[config.mk]
export PLATFORM = sky130hd
export DESIGN_NAME = display_command_framer_crc16_top
export DESIGN_NICKNAME = d
export VERILOG_FILES = /design/src/rtl/dcf_pkg.sv /design/src/rtl/dcf_regs.sv /design/src/rtl/dcf_emit.sv /design/src/rtl/dcf_out_reg.sv /design/src/rtl/display_command_framer_crc16_top.sv
export SDC_FILE = /design/constraint.sdc
export NUM_CORES = 1
export LEC_CHECK = 0
export BUFFER_PORTS_ARGS = -buffer_cell sky130_fd_sc_hd__buf_4
export CAP_MARGIN = 5
export CORE_MARGIN = 10
export CORE_UTILIZATION = 30
export CTS_CLUSTER_SIZE = 28
export DETAILED_ROUTE_END_ITERATION = 8
export RECOVER_POWER = 100
export SETUP_SLACK_MARGIN = 0.2
export SLEW_MARGIN = 30
export SYNTH_ARGS = -nofsm -noshare
export SYNTH_HDL_FRONTEND = slang
export SYNTH_SLANG_ARGS = --single-unit
[constraint.sdc]
create_clock -name clk -period 3.4 [get_ports clk]
set_input_delay 0 -clock clk [delete_from_list [all_inputs] [get_ports clk]]
set_output_delay 0 -clock clk [all_outputs]
set_load 0.05 [all_outputs]
[src/rtl/dcf_pkg.sv]
// Shared types, constants and the CRC-16/MODBUS byte update for the command framer.
package dcf_pkg;

	localparam int unsigned MAX_PAYLOAD_DEF = 252;
	localparam int unsigned BYTE_W = 8;
	localparam int unsigned CRC_W = 16;
	localparam int unsigned ADDR_W = 3;
	localparam int unsigned APB_DATA_W = 32;

	localparam logic [CRC_W-1:0] CRC_INIT = 16'hFFFF;
	localparam logic [CRC_W-1:0] CRC_POLY = 16'hA001;
	localparam logic [BYTE_W-1:0] LEN_OFFSET = 8'd3;
	localparam logic [BYTE_W-1:0] HEADER_FIRST_RST = 8'h5A;
	localparam logic [BYTE_W-1:0] HEADER_SECOND_RST = 8'hA5;

	// Register indexes on the configuration port.
	localparam logic REG_HEADER_FIRST = 1'b0;
	localparam logic REG_HEADER_SECOND = 1'b1;

	// Position of a result beat within the output sequence of one input beat.
	typedef enum logic [2:0] {
		R_HDR1 = 3'd0,
		R_HDR2 = 3'd1,
		R_LEN  = 3'd2,
		R_CMD  = 3'd3,
		R_DATA = 3'd4,
		R_CRCL = 3'd5,
		R_CRCH = 3'd6
	} res_idx_t;

	typedef struct packed {
		logic [BYTE_W-1:0] frame_byte;
		logic              frame_end;
		logic              run_end;
	} result_t;

	typedef struct packed {
		logic [BYTE_W-1:0] header_first;
		logic [BYTE_W-1:0] header_second;
	} headers_t;

	function automatic logic [CRC_W-1:0] crc_feed(input logic [CRC_W-1:0] crc_in,
			input logic [BYTE_W-1:0] data);
		logic [CRC_W-1:0] c;
		c = crc_in ^ {8'h00, data};
		for (int k = 0; k < 8; k++) begin
			if (c[0]) begin
				c = (c >> 1) ^ CRC_POLY;
			end else begin
				c = c >> 1;
			end
		end
		return c;
	endfunction

endpackage

[src/rtl/dcf_regs.sv]
// APB-style register file holding the two frame header bytes.
module dcf_regs (
	input  logic                                 clk,
	input  logic                                 arst_n,
	input  logic                                 psel,
	input  logic                                 penable,
	input  logic                                 pwrite,
	input  logic [dcf_pkg::ADDR_W-1:0]           paddr,
	input  logic [dcf_pkg::APB_DATA_W-1:0]       pwdata,
	output logic [dcf_pkg::APB_DATA_W-1:0]       prdata,
	output logic                                 pready,
	output dcf_pkg::headers_t                    headers
);

	logic                          wr_en;
	logic                          reg_sel;
	logic [dcf_pkg::BYTE_W-1:0]    header_first_q;
	logic [dcf_pkg::BYTE_W-1:0]    header_second_q;
	logic [dcf_pkg::BYTE_W-1:0]    rd_byte;

	assign pready = 1'b1;
	assign wr_en = psel && penable && pwrite;
	assign reg_sel = paddr[2];

	always_ff @(posedge clk or negedge arst_n) begin
		if (!arst_n) begin
			header_first_q <= dcf_pkg::HEADER_FIRST_RST;
			header_second_q <= dcf_pkg::HEADER_SECOND_RST;
		end else if (wr_en) begin
			unique case (reg_sel)
				dcf_pkg::REG_HEADER_FIRST: header_first_q <= pwdata[7:0];
				dcf_pkg::REG_HEADER_SECOND: header_second_q <= pwdata[7:0];
				default: header_first_q <= header_first_q;
			endcase
		end
	end

	always_comb begin
		unique case (reg_sel)
			dcf_pkg::REG_HEADER_FIRST: rd_byte = header_first_q;
			dcf_pkg::REG_HEADER_SECOND: rd_byte = header_second_q;
			default: rd_byte = header_first_q;
		endcase
	end

	assign prdata = {24'h000000, rd_byte};
	assign headers.header_first = header_first_q;
	assign headers.header_second = header_second_q;

endmodule

[src/rtl/dcf_emit.sv]
// Input beat register, result sequencer and running frame/CRC state.
module dcf_emit #(
	parameter int unsigned MAX_PAYLOAD = dcf_pkg::MAX_PAYLOAD_DEF
) (
	input  logic                          clk,
	input  logic                          arst_n,
	input  logic                          in_valid,
	output logic                          in_ready,
	input  logic [dcf_pkg::BYTE_W-1:0]    command_code,
	input  logic [dcf_pkg::BYTE_W-1:0]    payload_count,
	input  logic [dcf_pkg::BYTE_W-1:0]    payload_byte,
	input  logic                          is_first,
	input  logic                          is_last,
	input  dcf_pkg::headers_t             headers,
	input  logic                          out_ready,
	output logic                          res_valid,
	output dcf_pkg::result_t              res
);

	localparam logic [dcf_pkg::BYTE_W-1:0] MaxCount = 8'(MAX_PAYLOAD);

	logic                          valid_s1;
	logic                          first_s1;
	logic                          last_s1;
	logic [dcf_pkg::BYTE_W-1:0]    data_s1;
	logic [dcf_pkg::BYTE_W-1:0]    cmd_s1;
	logic [dcf_pkg::BYTE_W-1:0]    len_s1;
	logic [dcf_pkg::CRC_W-1:0]     crc_cmd_s1;
	dcf_pkg::res_idx_t             idx_q;
	logic                          frame_open_q;
	logic [dcf_pkg::CRC_W-1:0]     crc_q;

	logic                          drop;
	logic                          at_last;
	logic                          take;
	logic                          done;
	logic                          load;
	logic [dcf_pkg::BYTE_W-1:0]    count_clip;
	logic [dcf_pkg::CRC_W-1:0]     crc_base;
	logic [dcf_pkg::CRC_W-1:0]     crc_new;

	assign count_clip = (payload_count > MaxCount) ? MaxCount : payload_count;

	assign drop = valid_s1 && !first_s1 && !frame_open_q;
	assign res_valid = valid_s1 && !drop;
	assign at_last = (idx_q == (last_s1 ? dcf_pkg::R_CRCH : dcf_pkg::R_DATA));
	assign take = res_valid && out_ready;
	assign done = drop || (take && at_last);
	assign in_ready = !valid_s1 || done;
	assign load = in_valid && in_ready;

	assign crc_base = first_s1 ? crc_cmd_s1 : crc_q;
	assign crc_new = dcf_pkg::crc_feed(crc_base, data_s1);

	always_comb begin
		res.frame_end = 1'b0;
		res.run_end = at_last;
		case (idx_q)
			dcf_pkg::R_HDR1: res.frame_byte = headers.header_first;
			dcf_pkg::R_HDR2: res.frame_byte = headers.header_second;
			dcf_pkg::R_LEN:  res.frame_byte = len_s1;
			dcf_pkg::R_CMD:  res.frame_byte = cmd_s1;
			dcf_pkg::R_DATA: res.frame_byte = data_s1;
			dcf_pkg::R_CRCL: res.frame_byte = crc_new[7:0];
			dcf_pkg::R_CRCH: begin
				res.frame_byte = crc_new[15:8];
				res.frame_end = 1'b1;
			end
			default: res.frame_byte = data_s1;
		endcase
	end

	always_ff @(posedge clk or negedge arst_n) begin
		if (!arst_n) begin
			valid_s1 <= 1'b0;
			idx_q <= dcf_pkg::R_DATA;
			frame_open_q <= 1'b0;
			crc_q <= dcf_pkg::CRC_INIT;
		end else begin
			if (take && at_last) begin
				frame_open_q <= !last_s1;
				crc_q <= last_s1 ? dcf_pkg::CRC_INIT : crc_new;
			end
			if (load) begin
				valid_s1 <= 1'b1;
				idx_q <= is_first ? dcf_pkg::R_HDR1 : dcf_pkg::R_DATA;
			end else if (done) begin
				valid_s1 <= 1'b0;
			end else if (take) begin
				idx_q <= dcf_pkg::res_idx_t'(idx_q + 3'd1);
			end
		end
	end

	always_ff @(posedge clk) begin
		if (load) begin
			first_s1 <= is_first;
			last_s1 <= is_last;
			data_s1 <= payload_byte;
			cmd_s1 <= command_code;
			len_s1 <= count_clip + dcf_pkg::LEN_OFFSET;
			crc_cmd_s1 <= dcf_pkg::crc_feed(dcf_pkg::CRC_INIT, command_code);
		end
	end

	a_hold_beat: assert property (@(posedge clk) disable iff (!arst_n)
		valid_s1 && !done |=> valid_s1 && $stable(data_s1) && $stable(first_s1))
		else $error("input beat changed while its results were pending");

	a_crch_only_on_last: assert property (@(posedge clk) disable iff (!arst_n)
		take && idx_q == dcf_pkg::R_CRCH |-> last_s1)
		else $error("CRC trailer emitted for a beat that does not end the frame");

	a_close_resets: assert property (@(posedge clk) disable iff (!arst_n)
		take && at_last && last_s1 |=> !frame_open_q && crc_q == dcf_pkg::CRC_INIT)
		else $error("frame state not cleared after the trailer");

	a_no_header_mid: assert property (@(posedge clk) disable iff (!arst_n)
		valid_s1 && !first_s1 |-> idx_q == dcf_pkg::R_DATA || idx_q == dcf_pkg::R_CRCL ||
			idx_q == dcf_pkg::R_CRCH)
		else $error("header result sequenced for a continuation beat");

endmodule

[src/rtl/dcf_out_reg.sv]
// Output register stage driving the master-side stream.
module dcf_out_reg (
	input  logic                          clk,
	input  logic                          arst_n,
	input  logic                          res_valid,
	input  dcf_pkg::result_t              res,
	output logic                          out_ready,
	output logic                          m_tvalid,
	input  logic                          m_tready,
	output logic [dcf_pkg::BYTE_W-1:0]    m_tdata,
	output logic                          m_tlast,
	output logic                          m_tuser
);

	logic                  valid_q;
	dcf_pkg::result_t      res_q;

	assign out_ready = !valid_q || m_tready;

	always_ff @(posedge clk or negedge arst_n) begin
		if (!arst_n) begin
			valid_q <= 1'b0;
		end else if (out_ready) begin
			valid_q <= res_valid;
		end
	end

	always_ff @(posedge clk) begin
		if (out_ready && res_valid) begin
			res_q <= res;
		end
	end

	assign m_tvalid = valid_q;
	assign m_tdata = res_q.frame_byte;
	assign m_tlast = res_q.frame_end;
	assign m_tuser = res_q.run_end;

endmodule

[src/rtl/display_command_framer_crc16_top.sv]
// Top level of the display command framer with CRC-16/MODBUS trailer.
//
// Channel   Side     Beat contents
// s_*       in       tdata: command_code, payload_count, payload_byte; tuser: is_first; tlast: is_last
// m_*       out      tdata: frame_byte; tuser: run_end; tlast: frame_end
// APB       config   header_first at 0x0, header_second at 0x4
//
// A continuation beat yields one output beat and the block takes one such beat per cycle while
// m_tready stays high. A beat that opens a frame yields five output beats, a closing beat adds two,
// so one beat yields one to seven output beats, sent by the single output register one byte per
// cycle while m_tready is high. A beat that arrives with no frame open is dropped with no output.
// The first output beat goes through the input beat register and the output register; m_tready
// low stalls the sequencer and then s_tready. Reset clears the frame state and CRC to 0xFFFF.
module display_command_framer_crc16_top #(
	parameter int unsigned MAX_PAYLOAD = dcf_pkg::MAX_PAYLOAD_DEF
) (
	input  logic                                 clk,
	input  logic                                 arst_n,
	input  logic                                 s_tvalid,
	output logic                                 s_tready,
	input  logic [23:0]                          s_tdata,  // command_code, payload_count, payload_byte
	input  logic                                 s_tuser,  // is_first
	input  logic                                 s_tlast,
	output logic                                 m_tvalid,
	input  logic                                 m_tready,
	output logic [7:0]                           m_tdata,  // frame_byte
	output logic                                 m_tuser,  // run_end
	output logic                                 m_tlast,
	input  logic                                 psel,
	input  logic                                 penable,
	input  logic                                 pwrite,
	input  logic [dcf_pkg::ADDR_W-1:0]           paddr,
	input  logic [dcf_pkg::APB_DATA_W-1:0]       pwdata,
	output logic [dcf_pkg::APB_DATA_W-1:0]       prdata,
	output logic                                 pready
);

	dcf_pkg::headers_t     headers;
	dcf_pkg::result_t      res;
	logic                  res_valid;
	logic                  out_ready;

	dcf_regs u_regs (
		.clk     (clk),
		.arst_n  (arst_n),
		.psel    (psel),
		.penable (penable),
		.pwrite  (pwrite),
		.paddr   (paddr),
		.pwdata  (pwdata),
		.prdata  (prdata),
		.pready  (pready),
		.headers (headers)
	);

	dcf_emit #(
		.MAX_PAYLOAD (MAX_PAYLOAD)
	) u_emit (
		.clk           (clk),
		.arst_n        (arst_n),
		.in_valid      (s_tvalid),
		.in_ready      (s_tready),
		.command_code  (s_tdata[7:0]),
		.payload_count (s_tdata[15:8]),
		.payload_byte  (s_tdata[23:16]),
		.is_first      (s_tuser),
		.is_last       (s_tlast),
		.headers       (headers),
		.out_ready     (out_ready),
		.res_valid     (res_valid),
		.res           (res)
	);

	dcf_out_reg u_out (
		.clk       (clk),
		.arst_n    (arst_n),
		.res_valid (res_valid),
		.res       (res),
		.out_ready (out_ready),
		.m_tvalid  (m_tvalid),
		.m_tready  (m_tready),
		.m_tdata   (m_tdata),
		.m_tlast   (m_tlast),
		.m_tuser   (m_tuser)
	);

endmodule
==> results.yml, run 1 <==
power:
  pwr-share-seq: 0.354
  power.switching_mw: 2.01
  cellLeakagePower_nw: 2.16
  vdd_drop_max_mv: 0.305
  powerDensity_nw_per_um2: 911
  swShare: 0.406
  internal-power_mw: 2.94
  combinationalPowerShare: 0.446
  pwr-share-clk: 0.199
cells_and_area:
  drive_gt1_frac: 0.221
  area_growth_pct: 25.2
  post-route-cell-area_um2: 5430
  nNetsFinal: 527
  final_cells: 638
  diodes: 0
critical_path:
  criticalPathCategory: "reg -> reg"
  cp.arrival_ns: 2.96
  critPathLaunch: "u_emit.idx_q[2]"
  critical_path.cell_chain: "inv_1, ha_1, a2111o_1, o211a_1, o211ai_1, mux2i_1, nor2_1"
  slowest_delay_ns: 0.83
  reg2reg_slack_ns: 0.60
  reg2regPathDepth: 7
  cp.required_ns: 3.56
  crit_path_end_kind: "register"
  r2r-start: "u_emit.idx_q[2]"
  worstPathMaxFanout: 16
  cp-start-kind: "register"
  cpMaxStageDelayCell: "dfstp_1"
  worstReg2RegEnd: "u_out.m_tdata[7]"
floorplanning:
  die_h_um: 140
  die_area_um2: 19700
  die_w_um: 140
  core_um2: 14000
  start_util: 0.309
  row_count: 43
  io_pins: 113
clocking:
  insertion_delay_ns: 0.33
  numClockSinks: 84
  htreeDepth: 3
  path_clk_slew_ns: 0.06
  clockBufferDepth: 2
  post-cts-setup-buffers: 0
  cts_made_buffers: 9
  tritoncts: "yes"
  root_buffer: "clkbuf_16"
worst_hold_path:
  hold_path.class: "in -> reg"
  hold-path-cell-count: 2
  hold_path_end: "u_emit.len_s1[0]"
  min_from: "s_tdata[8]"
job:
  cap_viol_max_count: 1
synthesis:
  synth_edf_count: 46
  ys.flop_type: "edfxtp_1"
  yosys.area.top_type_share: 0.318
  synth.area.top_cells: "edfxtp_1 (32%), dfstp_2 (15%), dfrtp_1 (7.5%)"
  seq_area_frac_synth: 0.545
  ys_ff_latch: 84
  synth_area_per_cell_um2: 12.1
  ys_types: 45
  synth_async_sr_flop_share: 0.452
  syn_area_um2: 4340
  synth_top_area_cell: "edfxtp_1"
  syn_inst: 358
  yosys_warnings: 0
grt:
  grt_pass1_vias: 3102
  grt_overflow_total: 0
  grt_usage: 0.105
  antenna_found_initial: 0
  grt_pass1_wl_um: 16700
  grt_max_degree: 39
placement:
  hpwl_um: 7890
  dpl.cell_count: 588
  io_buffers: 61
  globalplace.congestion: 0.889
  postPlaceCellArea_um2: 4910
  place_worst_setup_slack_ns: 0.820
drt:
  drt_iter0_drc: 183
  wl_um: 10500
  wl_per_cell_um: 16.4
  remaining_drc_errors: 0
  num_vias: 2972
  drt_first_pass_iters: 5
  routed_via_density: 4.66
  drt.antenna.violating_nets: 0
sta:
  fin_crit_sh: 0.823
  tightest_slew_ns: 2.06
  fmax_mhz: 357
  final.setup.tns_ns: 0
  setup_viol: 0
  min_period_ns: 2.80
  rsz0062_at_grt: "false"
  whs_ns: 0.0136
  slew_viol_final: 39
  slew_headroom: -0.371
  skew_ns: 0.00654
  hold_viol_final: 0
  setup_ws_ns: 0.601
outcome:
  status: "finished, violations left"
  violations: "capacitance limit, slew limit"
routing by layer:
| layer | vias to the layer above | GRT usage | part of all wire |
|---|---|---|---|
| li1 | 1428 | - | - |
| met1 | 1416 | 0.141 | 0.46 |
| met2 | 112 | 0.157 | 0.45 |
| met3 | 16 | 0.0294 | 0.075 |
| met4 | 0 | 0.0364 | 0.013 |
| met5 | - | 0 | 0 |
synth_stat cells (2+ instances only):
library cell	instances
edfxtp_1	46
nor2_1	36
buf_4	26
dfstp_2	25
mux2_2	25
xnor2_1	23
xor2_1	16
a21oi_1	15
nand2_1	14
dfrtp_1	13
inv_1	12
clkbuf_1	11
mux2i_1	11
o21ai_0	10
a222oi_1	6
ha_1	6
o22ai_1	6
a31oi_1	5
o211ai_1	5
a22oi_1	4
nand3_1	4
a211oi_1	3
and2_1	3
nor2b_1	3
xnor2_2	3
a221oi_1	2
conb_1	2
nand2b_1	2
nand4_1	2
o211a_1	2
o21ai_1	2
xnor3_1	2
repair_timing:
action,4_1_cts,5_1_grt
hold buffers,34,0
endpoints found under the hold margin,85,0
gates resized for setup,0,0
area by class of cell:
cell class	instances	area, um2
clock buffer	11	275
clock inverter	5	40.0
fill	1346	8610
inverter	12	45.0
multi-input combinational	247	1770
sequential	84	2360
tap	180	225
timing repair buffer	99	711
per-stage QoR:
| stage | utilization | power [mW] |
|---|---|---|
| finish | 0.387 | 4.95 |
| global route | 0.387 | 5.26 |
| CTS | 0.396 | 5.09 |
| detailed placement | 0.350 | 4.05 |
| global placement | 0.350 | 4.00 |
| floorplan | - | 3.43 |
power by group through the flow:
stage | Combinational, mW | Clock, mW | Sequential [mW]
detailed placement | 2.27 | 0 | 1.78
finish | 2.21 | 0.987 | 1.75
global placement | 2.23 | 0 | 1.77
global route | 2.41 | 1.06 | 1.79
floorplan | 1.50 | 0 | 1.93
CTS | 2.32 | 1.01 | 1.76
cell usage in the layout, fill, tap and decap left out, drive strengths merged, types with 2 or more instances in the layout:
cell type    instances
dfstp               25
o211ai               5
nor2b                3
buf                 21
nand3                4
nand2b               2
a211oi               3
a22oi                4
clkbuf              55
o211a                2
and2                 3
o21ai               12
dfrtp               13
nor2                36
dlygate4sd3         34
nand4                2
o22ai                6
conb                25
a21oi               15
a31oi                5
clkinv               4
mux2                25
xnor3                3
edfxtp              46
inv                 13
ha                   6
mux2i               11
a222oi               6
a221oi               2
xnor2               26
nand2               14
xor2                16
worst max path at each step:
stage | to | slack, ns
2_1_floorplan | u_emit.cmd_s1[0] | 0.64
3_3_place_gp | u_out.m_tdata[0] | 0.86
3_5_place_dp | u_out.m_tdata[7] | 0.82
4_1_cts | u_out.m_tdata[6] | 0.79
5_1_grt | u_out.m_tdata[0] | 0.45
6_report | u_out.m_tdata[7] | 0.60
critical path, delay by kind of cell, from the launching register on:
| family | cells | cell delay [ns] |
|---|---|---|
| DFF | 1 | 0.83 |
| adders and majority gates | 1 | 0.37 |
| buffers and inverters | 1 | 0.13 |
| muxes | 1 | 0.10 |
| AOI/OAI and AO/OA | 3 | 1.01 |
| and+or+nand+nor | 1 | 0.19 |
sequential cells by signal, summed over array words and instances, names as in the netlist:
signal	cells
u_out.m_tlast	1
u_out.m_tdata	8
u_regs.header_second_q	8
u_emit.first_s1	1
u_emit.len_s1	8
u_emit.idx_q	3
u_emit.crc_q	16
u_out.m_tvalid	1
u_emit.valid_s1	1
u_emit.crc_cmd_s1	10
u_emit.frame_open_q	1
u_emit.cmd_s1	8
u_regs.header_first_q	8
u_out.m_tuser	1
u_emit.data_s1	8
u_emit.last_s1	1
kinds of logic (layout without fill, tap and decap cells):
family          count (synthesis)  after routing  synth area share
compound gates                 66             66             0.103
flops                          84             84             0.545
mux                            36             36            0.0903
xor+xnor                       45             45             0.106
simple gates                   69             69            0.0709
fa+ha+maj                       6              6            0.0173
other cells                     2             25           0.00173
buf+inv                        50            127            0.0660
Power figures use the tool's default switching activity.
==> inputs of run 2 (changes only) <==
==> constraint.sdc (replaced) <==
create_clock -name clk -period 2.51 [get_ports clk]
set_input_delay 0 -clock clk [delete_from_list [all_inputs] [get_ports clk]]
set_output_delay 0 -clock clk [all_outputs]
set_load 0.05 [all_outputs]
==> results.yml, run 2 (synthesis results as in run 1) <==
floorplanning:
  core_um2: 14000
  die_w_um: 140
  row_count: 43
  die_h_um: 140
  start_util: 0.309
  die_area_um2: 19700
  io_pins: 113
cells_and_area:
  largest_register_ffs: 16
  drive_gt1_frac: 0.245
  mostFrequentLayoutCells: "edfxtp_1 (46), nor2_1 (36), clkbuf_1 (34), dlygate4sd3_1 (34), buf_4 (27)"
  reg_top3: "u_emit.crc_q x16, u_emit.crc_cmd_s1 x10"
  area_growth_pct: 26.4
  final_cells: 645
  nNetsFinal: 534
  post-route-cell-area_um2: 5490
  top_register: "u_emit.crc_q"
  diodes: 0
  final_common_cell: "edfxtp_1"
  fill_cells: 1343
drt:
  drt.antenna.violating_nets: 0
  remaining_drc_errors: 0
  drt_iter0_drc: 220
  drt_first_pass_iters: 5
  wl_um: 10900
  routed_via_density: 4.63
  num_vias: 2989
  wl_per_cell_um: 16.8
worst_hold_path:
  hold_path_end: "u_emit.len_s1[0]"
  hold-path-cell-count: 2
  hold_path.class: "in -> reg"
  min_from: "s_tdata[8]"
power:
  cellLeakagePower_nw: 2.18
  powerDensity_nw_per_um2: 1250
  vdd_drop_max_mv: 0.432
sta:
  rsz0062_at_grt: "false"
  fin_crit_sh: 0.950
  hold_viol_final: 0
  setup_viol: 0
  min_period_ns: 2.38
  whs_ns: 0.00749
  final.setup.tns_ns: 0
  slew_viol_final: 0
  skew_ns: 0.00965
  slew_headroom: 0.338
  fmax_mhz: 419
  tightest_slew_ns: 0.993
critical_path:
  crit_path_end_kind: "register"
  reg2reg_slack_ns: 0.13
  r2r-start: "u_emit.idx_q[0]"
  cp.arrival_ns: 2.46
  reg2regPathDepth: 6
  worstPathMaxFanout: 9
  criticalPathCategory: "reg -> reg"
  cp-start-kind: "register"
  worstReg2RegEnd: "u_out.m_tdata[4]"
  cp.required_ns: 2.58
job:
  cap_viol_max_count: 0
grt:
  grt_overflow_total: 0
  grt_pass1_wl_um: 17000
  grt_pass1_vias: 3199
  antenna_found_initial: 0
  grt_max_degree: 39
  grt_usage: 0.108
clocking:
  root_buffer: "clkbuf_16"
  cts_made_buffers: 9
  tritoncts: "yes"
  htreeDepth: 3
  clockBufferDepth: 2
  numClockSinks: 84
  path_clk_slew_ns: 0.07
  insertion_delay_ns: 0.34
placement:
  postPlaceCellArea_um2: 4970
  dpl.cell_count: 592
  globalplace.congestion: 0.914
  io_buffers: 61
  hpwl_um: 8050
outcome:
  status: "completed"
run 2: cell count changes in the layout (fill, tap and decap cells not counted), sizes merged:
cell	previous run	this run
buf	21	27
clkinvlp	0	2
bufinv	0	1
clkinv	4	3
inv	13	12
run 2: how the worst max path moves through the flow:
stage | startpoint | end | slack [ns] | depth (start not counted)
2_1_floorplan | u_emit.first_s1 | u_emit.cmd_s1[0] | 0.12 | 7
3_3_place_gp | u_emit.crc_cmd_s1[0] | u_out.m_tdata[6] | 0.24 | 6
3_5_place_dp | u_emit.first_s1 | u_out.m_tdata[6] | 0.22 | 6
4_1_cts | u_emit.idx_q[0] | u_out.m_tdata[4] | 0.21 | 6
5_1_grt | u_emit.first_s1 | u_emit.crc_cmd_s1[8] | 0.12 | 7
6_report | u_emit.idx_q[0] | u_out.m_tdata[4] | 0.13 | 6
run 2: layout make-up:
| type | count | area [um2] | share of cell area |
|---|---|---|---|
| clock buffer | 10 | 229 | 0.0417 |
| tap | 180 | 225 | 0.0410 |
| inverter | 12 | 46.3 | 0.00844 |
| multi-input combinational | 247 | 1810 | 0.329 |
| timing repair buffer | 106 | 752 | 0.137 |
| clock inverter | 6 | 63.8 | 0.0116 |
| sequential | 84 | 2360 | 0.431 |
run 2: critical path, cell delays in order, from the launching register on:
cell and delay [ns]:
dfrtp_1 0.44, inv_1 0.10, ha_1 0.34, a222oi_1 0.57, o22ai_1 0.14, a211oi_1 0.38, a21oi_1 0.14
run 2: through the flow:
stage | setup WS [ns] | utilization | power (mW)
after floorplan | 0.123 | - | 4.69
after detailed placement | 0.219 | 0.354 | 5.59
final | 0.126 | 0.391 | 6.83
after global routing | 0.121 | 0.391 | 7.23
after global placement | 0.242 | 0.354 | 5.54
after CTS | 0.205 | 0.399 | 6.97
run 2: layer usage:
| layer | vias to the layer above | global-route usage | wire length (um) |
|---|---|---|---|
| met3 | 10 | 0.0345 | 656 |
| met4 | 0 | 0.0397 | 187 |
| met5 | - | 0 | 0 |
| li1 | 1439 | - | - |
| met2 | 87 | 0.166 | 5020 |
| met1 | 1453 | 0.139 | 5000 |
run 2: where the power goes:
part | internal (mW) | switching [mW]
Combinational | 1.22 | 1.94
Sequential | 2.10 | 0.270
Clock | 0.771 | 0.533
Total | 4.09 | 2.74
run 2: timing repair:
action	in CTS	in global routing
endpoints found under the setup margin	0	36
gates resized for setup	0	5
hold buffers	34	0
endpoints found under the hold margin	60	0
setup buffers	0	3
==> inputs of run 3 (changes only) <==
--- a/config.mk
+++ b/config.mk
@@ -7,7 +7,7 @@
 export LEC_CHECK = 0
 export BUFFER_PORTS_ARGS = -buffer_cell sky130_fd_sc_hd__buf_4
 export CAP_MARGIN = 5
-export CORE_MARGIN = 10
+export CORE_MARGIN = 8
 export CORE_UTILIZATION = 30
 export CTS_CLUSTER_SIZE = 28
 export DETAILED_ROUTE_END_ITERATION = 8
==> constraint.sdc (replaced) <==
create_clock -name clk -period 2.51 [get_ports clk]
set_input_delay 0.6275 -clock clk [delete_from_list [all_inputs] [get_ports clk]]
set_output_delay 0.6275 -clock clk [all_outputs]
set_load 0.05 [all_outputs]
==> results.yml, run 3 (synthesis results as in run 1) <==
power:
  power.switching_mw: 2.70
  pwr-share-clk: 0.192
  cellLeakagePower_nw: 2.12
  swShare: 0.394
  powerDensity_nw_per_um2: 1300
  finalPower_mw: 6.86
  combinationalPowerShare: 0.463
  vdd_drop_max_mv: 0.477
  internal-power_mw: 4.15
  pwr-share-seq: 0.345
critical_path:
  cp.arrival_ns: 1.71
  crit_family: "simple AND/OR/NAND/NOR gates"
  r2r-start: "u_emit.first_s1"
  slowest_delay_ns: 0.42
  worstPathMaxFanout: 3
  cpMaxStageDelayCell: "edfxtp_1"
  worstReg2RegEnd: "u_out.m_tdata[6]"
  critical_path.cell_chain: "buf_12, o21ai_4, and4b_1, or2_4, clkbuf_4"
  criticalPathCategory: "reg -> out"
  reg2reg_slack_ns: 0.18
  cp.required_ns: 1.88
  cp-start-kind: "register"
  reg2regPathDepth: 7
  path_buf_inv: 2
  crit_path_end_kind: "output pin"
clocking:
  cts_made_buffers: 9
  insertion_delay_ns: 0.33
  numClockSinks: 84
  tritoncts: "yes"
  path_clk_slew_ns: 0.06
  clockBufferDepth: 2
  htreeDepth: 3
  root_buffer: "clkbuf_16"
sta:
  final.setup.tns_ns: 0
  hold_viol_final: 0
  fin_crit_sh: 0.931
  min_period_ns: 2.34
  skew_ns: 0.00370
  whs_ns: 0.493
  tightest_slew_ns: 2.08
  slew_headroom: -0.389
  fmax_mhz: 428
  rsz0062_at_grt: "true"
  setup_viol: 0
  slew_viol_final: 39
cells_and_area:
  fill_cells: 1416
  reg_top3: "u_emit.crc_q x16, u_emit.crc_cmd_s1 x10"
  final_common_cell: "edfxtp_1"
  nNetsFinal: 509
  mostFrequentLayoutCells: "edfxtp_1 (46), nor2_1 (36), clkbuf_1 (29), buf_4 (29)"
  top_register: "u_emit.crc_q"
  regArea_um2: 2360
  largest_register_ffs: 16
  drive_gt1_frac: 0.291
  multi_input_area_um2: 1800
  area_growth_pct: 21.7
  final_cells: 624
  final_core_util: 0.369
  diodes: 0
drt:
  drt_first_pass_iters: 5
  wl_um: 10400
  drt_iter0_drc: 210
  wl_per_cell_um: 16.6
  remaining_drc_errors: 0
  num_vias: 2951
  drt.antenna.violating_nets: 0
  routed_via_density: 4.73
worst_hold_path:
  min_from: "s_tdata[16]"
  hold-path-cell-count: 1
  hold_path.class: "in -> reg"
  hold_path_end: "u_emit.data_s1[0]"
floorplanning:
  die_area_um2: 18600
  die_h_um: 136
  start_util: 0.303
  row_count: 44
  io_pins: 113
  core_um2: 14300
  die_w_um: 136
grt:
  grt_pass1_vias: 2948
  grt_pass1_wl_um: 16000
  grt_max_degree: 39
  grt_usage: 0.113
  grt_overflow_total: 0
  antenna_found_initial: 0
placement:
  hpwl_um: 7680
  dpl.cell_count: 596
  io_buffers: 61
  globalplace.congestion: 0.879
outcome:
  violations: "capacitance limit, slew limit"
  status: "finished, violations left"
job:
  cap_viol_max_count: 1
[run 3: routing by layer]
metal  vias to the layer above  wire (um)  global-route usage  share of wire
met5                         -          0                   0              0
met4                         0        195              0.0525          0.019
met3                        12        801              0.0325          0.077
met2                       104       4740               0.167           0.46
met1                      1442       4640               0.150           0.45
li1                       1393          -                   -              -
[run 3: area by class of cell]
| cell class | count | share of cell area |
|---|---|---|
| sequential | 84 | 0.448 |
| multi-input combinational | 247 | 0.341 |
| timing repair buffer | 81 | 0.101 |
| clock buffer | 11 | 0.0460 |
| tap | 184 | 0.0436 |
| clock inverter | 5 | 0.0116 |
| inverter | 12 | 0.00924 |
[run 3: worst max-delay path by stage]
stage,startpoint,endpoint,slack (ns),depth (start not counted)
after floorplan,m_tready,u_emit.cmd_s1[0],0.10,6
after global placement,u_emit.crc_cmd_s1[0],u_out.m_tdata[6],0.23,6
after detailed placement,u_emit.crc_cmd_s1[0],u_out.m_tdata[6],0.22,6
after CTS,u_emit.first_s1,s_tready,0.18,5
after global routing,arst_n,u_regs.header_second_q[1],0.05,1
final,u_emit.first_s1,s_tready,0.17,5
[run 3: worst register-to-register path: cells and delay by family, from the launching register on]
| family | cells | cell delay (ns) |
|---|---|---|
| xor+xnor | 2 | 0.67 |
| flops | 1 | 0.42 |
| simple gates | 2 | 0.38 |
| buf+inv | 2 | 0.32 |
| compound gates | 1 | 0.29 |
[run 3: power by group through the flow]
stage | logic [mW] | clock network, mW | registers (mW)
final | 3.18 | 1.32 | 2.36
after CTS | 3.34 | 1.35 | 2.37
after global placement | 3.16 | 0 | 2.37
after floorplan | 2.07 | 0 | 2.62
after global routing | 3.44 | 1.42 | 2.41
after detailed placement | 3.19 | 0 | 2.38
[run 3: through the flow]
step                      worst slack [ns]  instance area, um2
after detailed placement             0.217                4960
after global placement               0.232                4960
after CTS                            0.183                5410
after global routing                0.0461                5280
after floorplan                      0.101                4470
final                                0.172                5280
[run 3: what timing repair did]
action                                  in CTS  in global routing
pin swaps                                    4                  7
gates resized for setup                     10                  8
setup buffers                                9                  2
hold buffers                                 0                  0
endpoints found under the setup margin       2                 11
gates cloned                                 1                  0
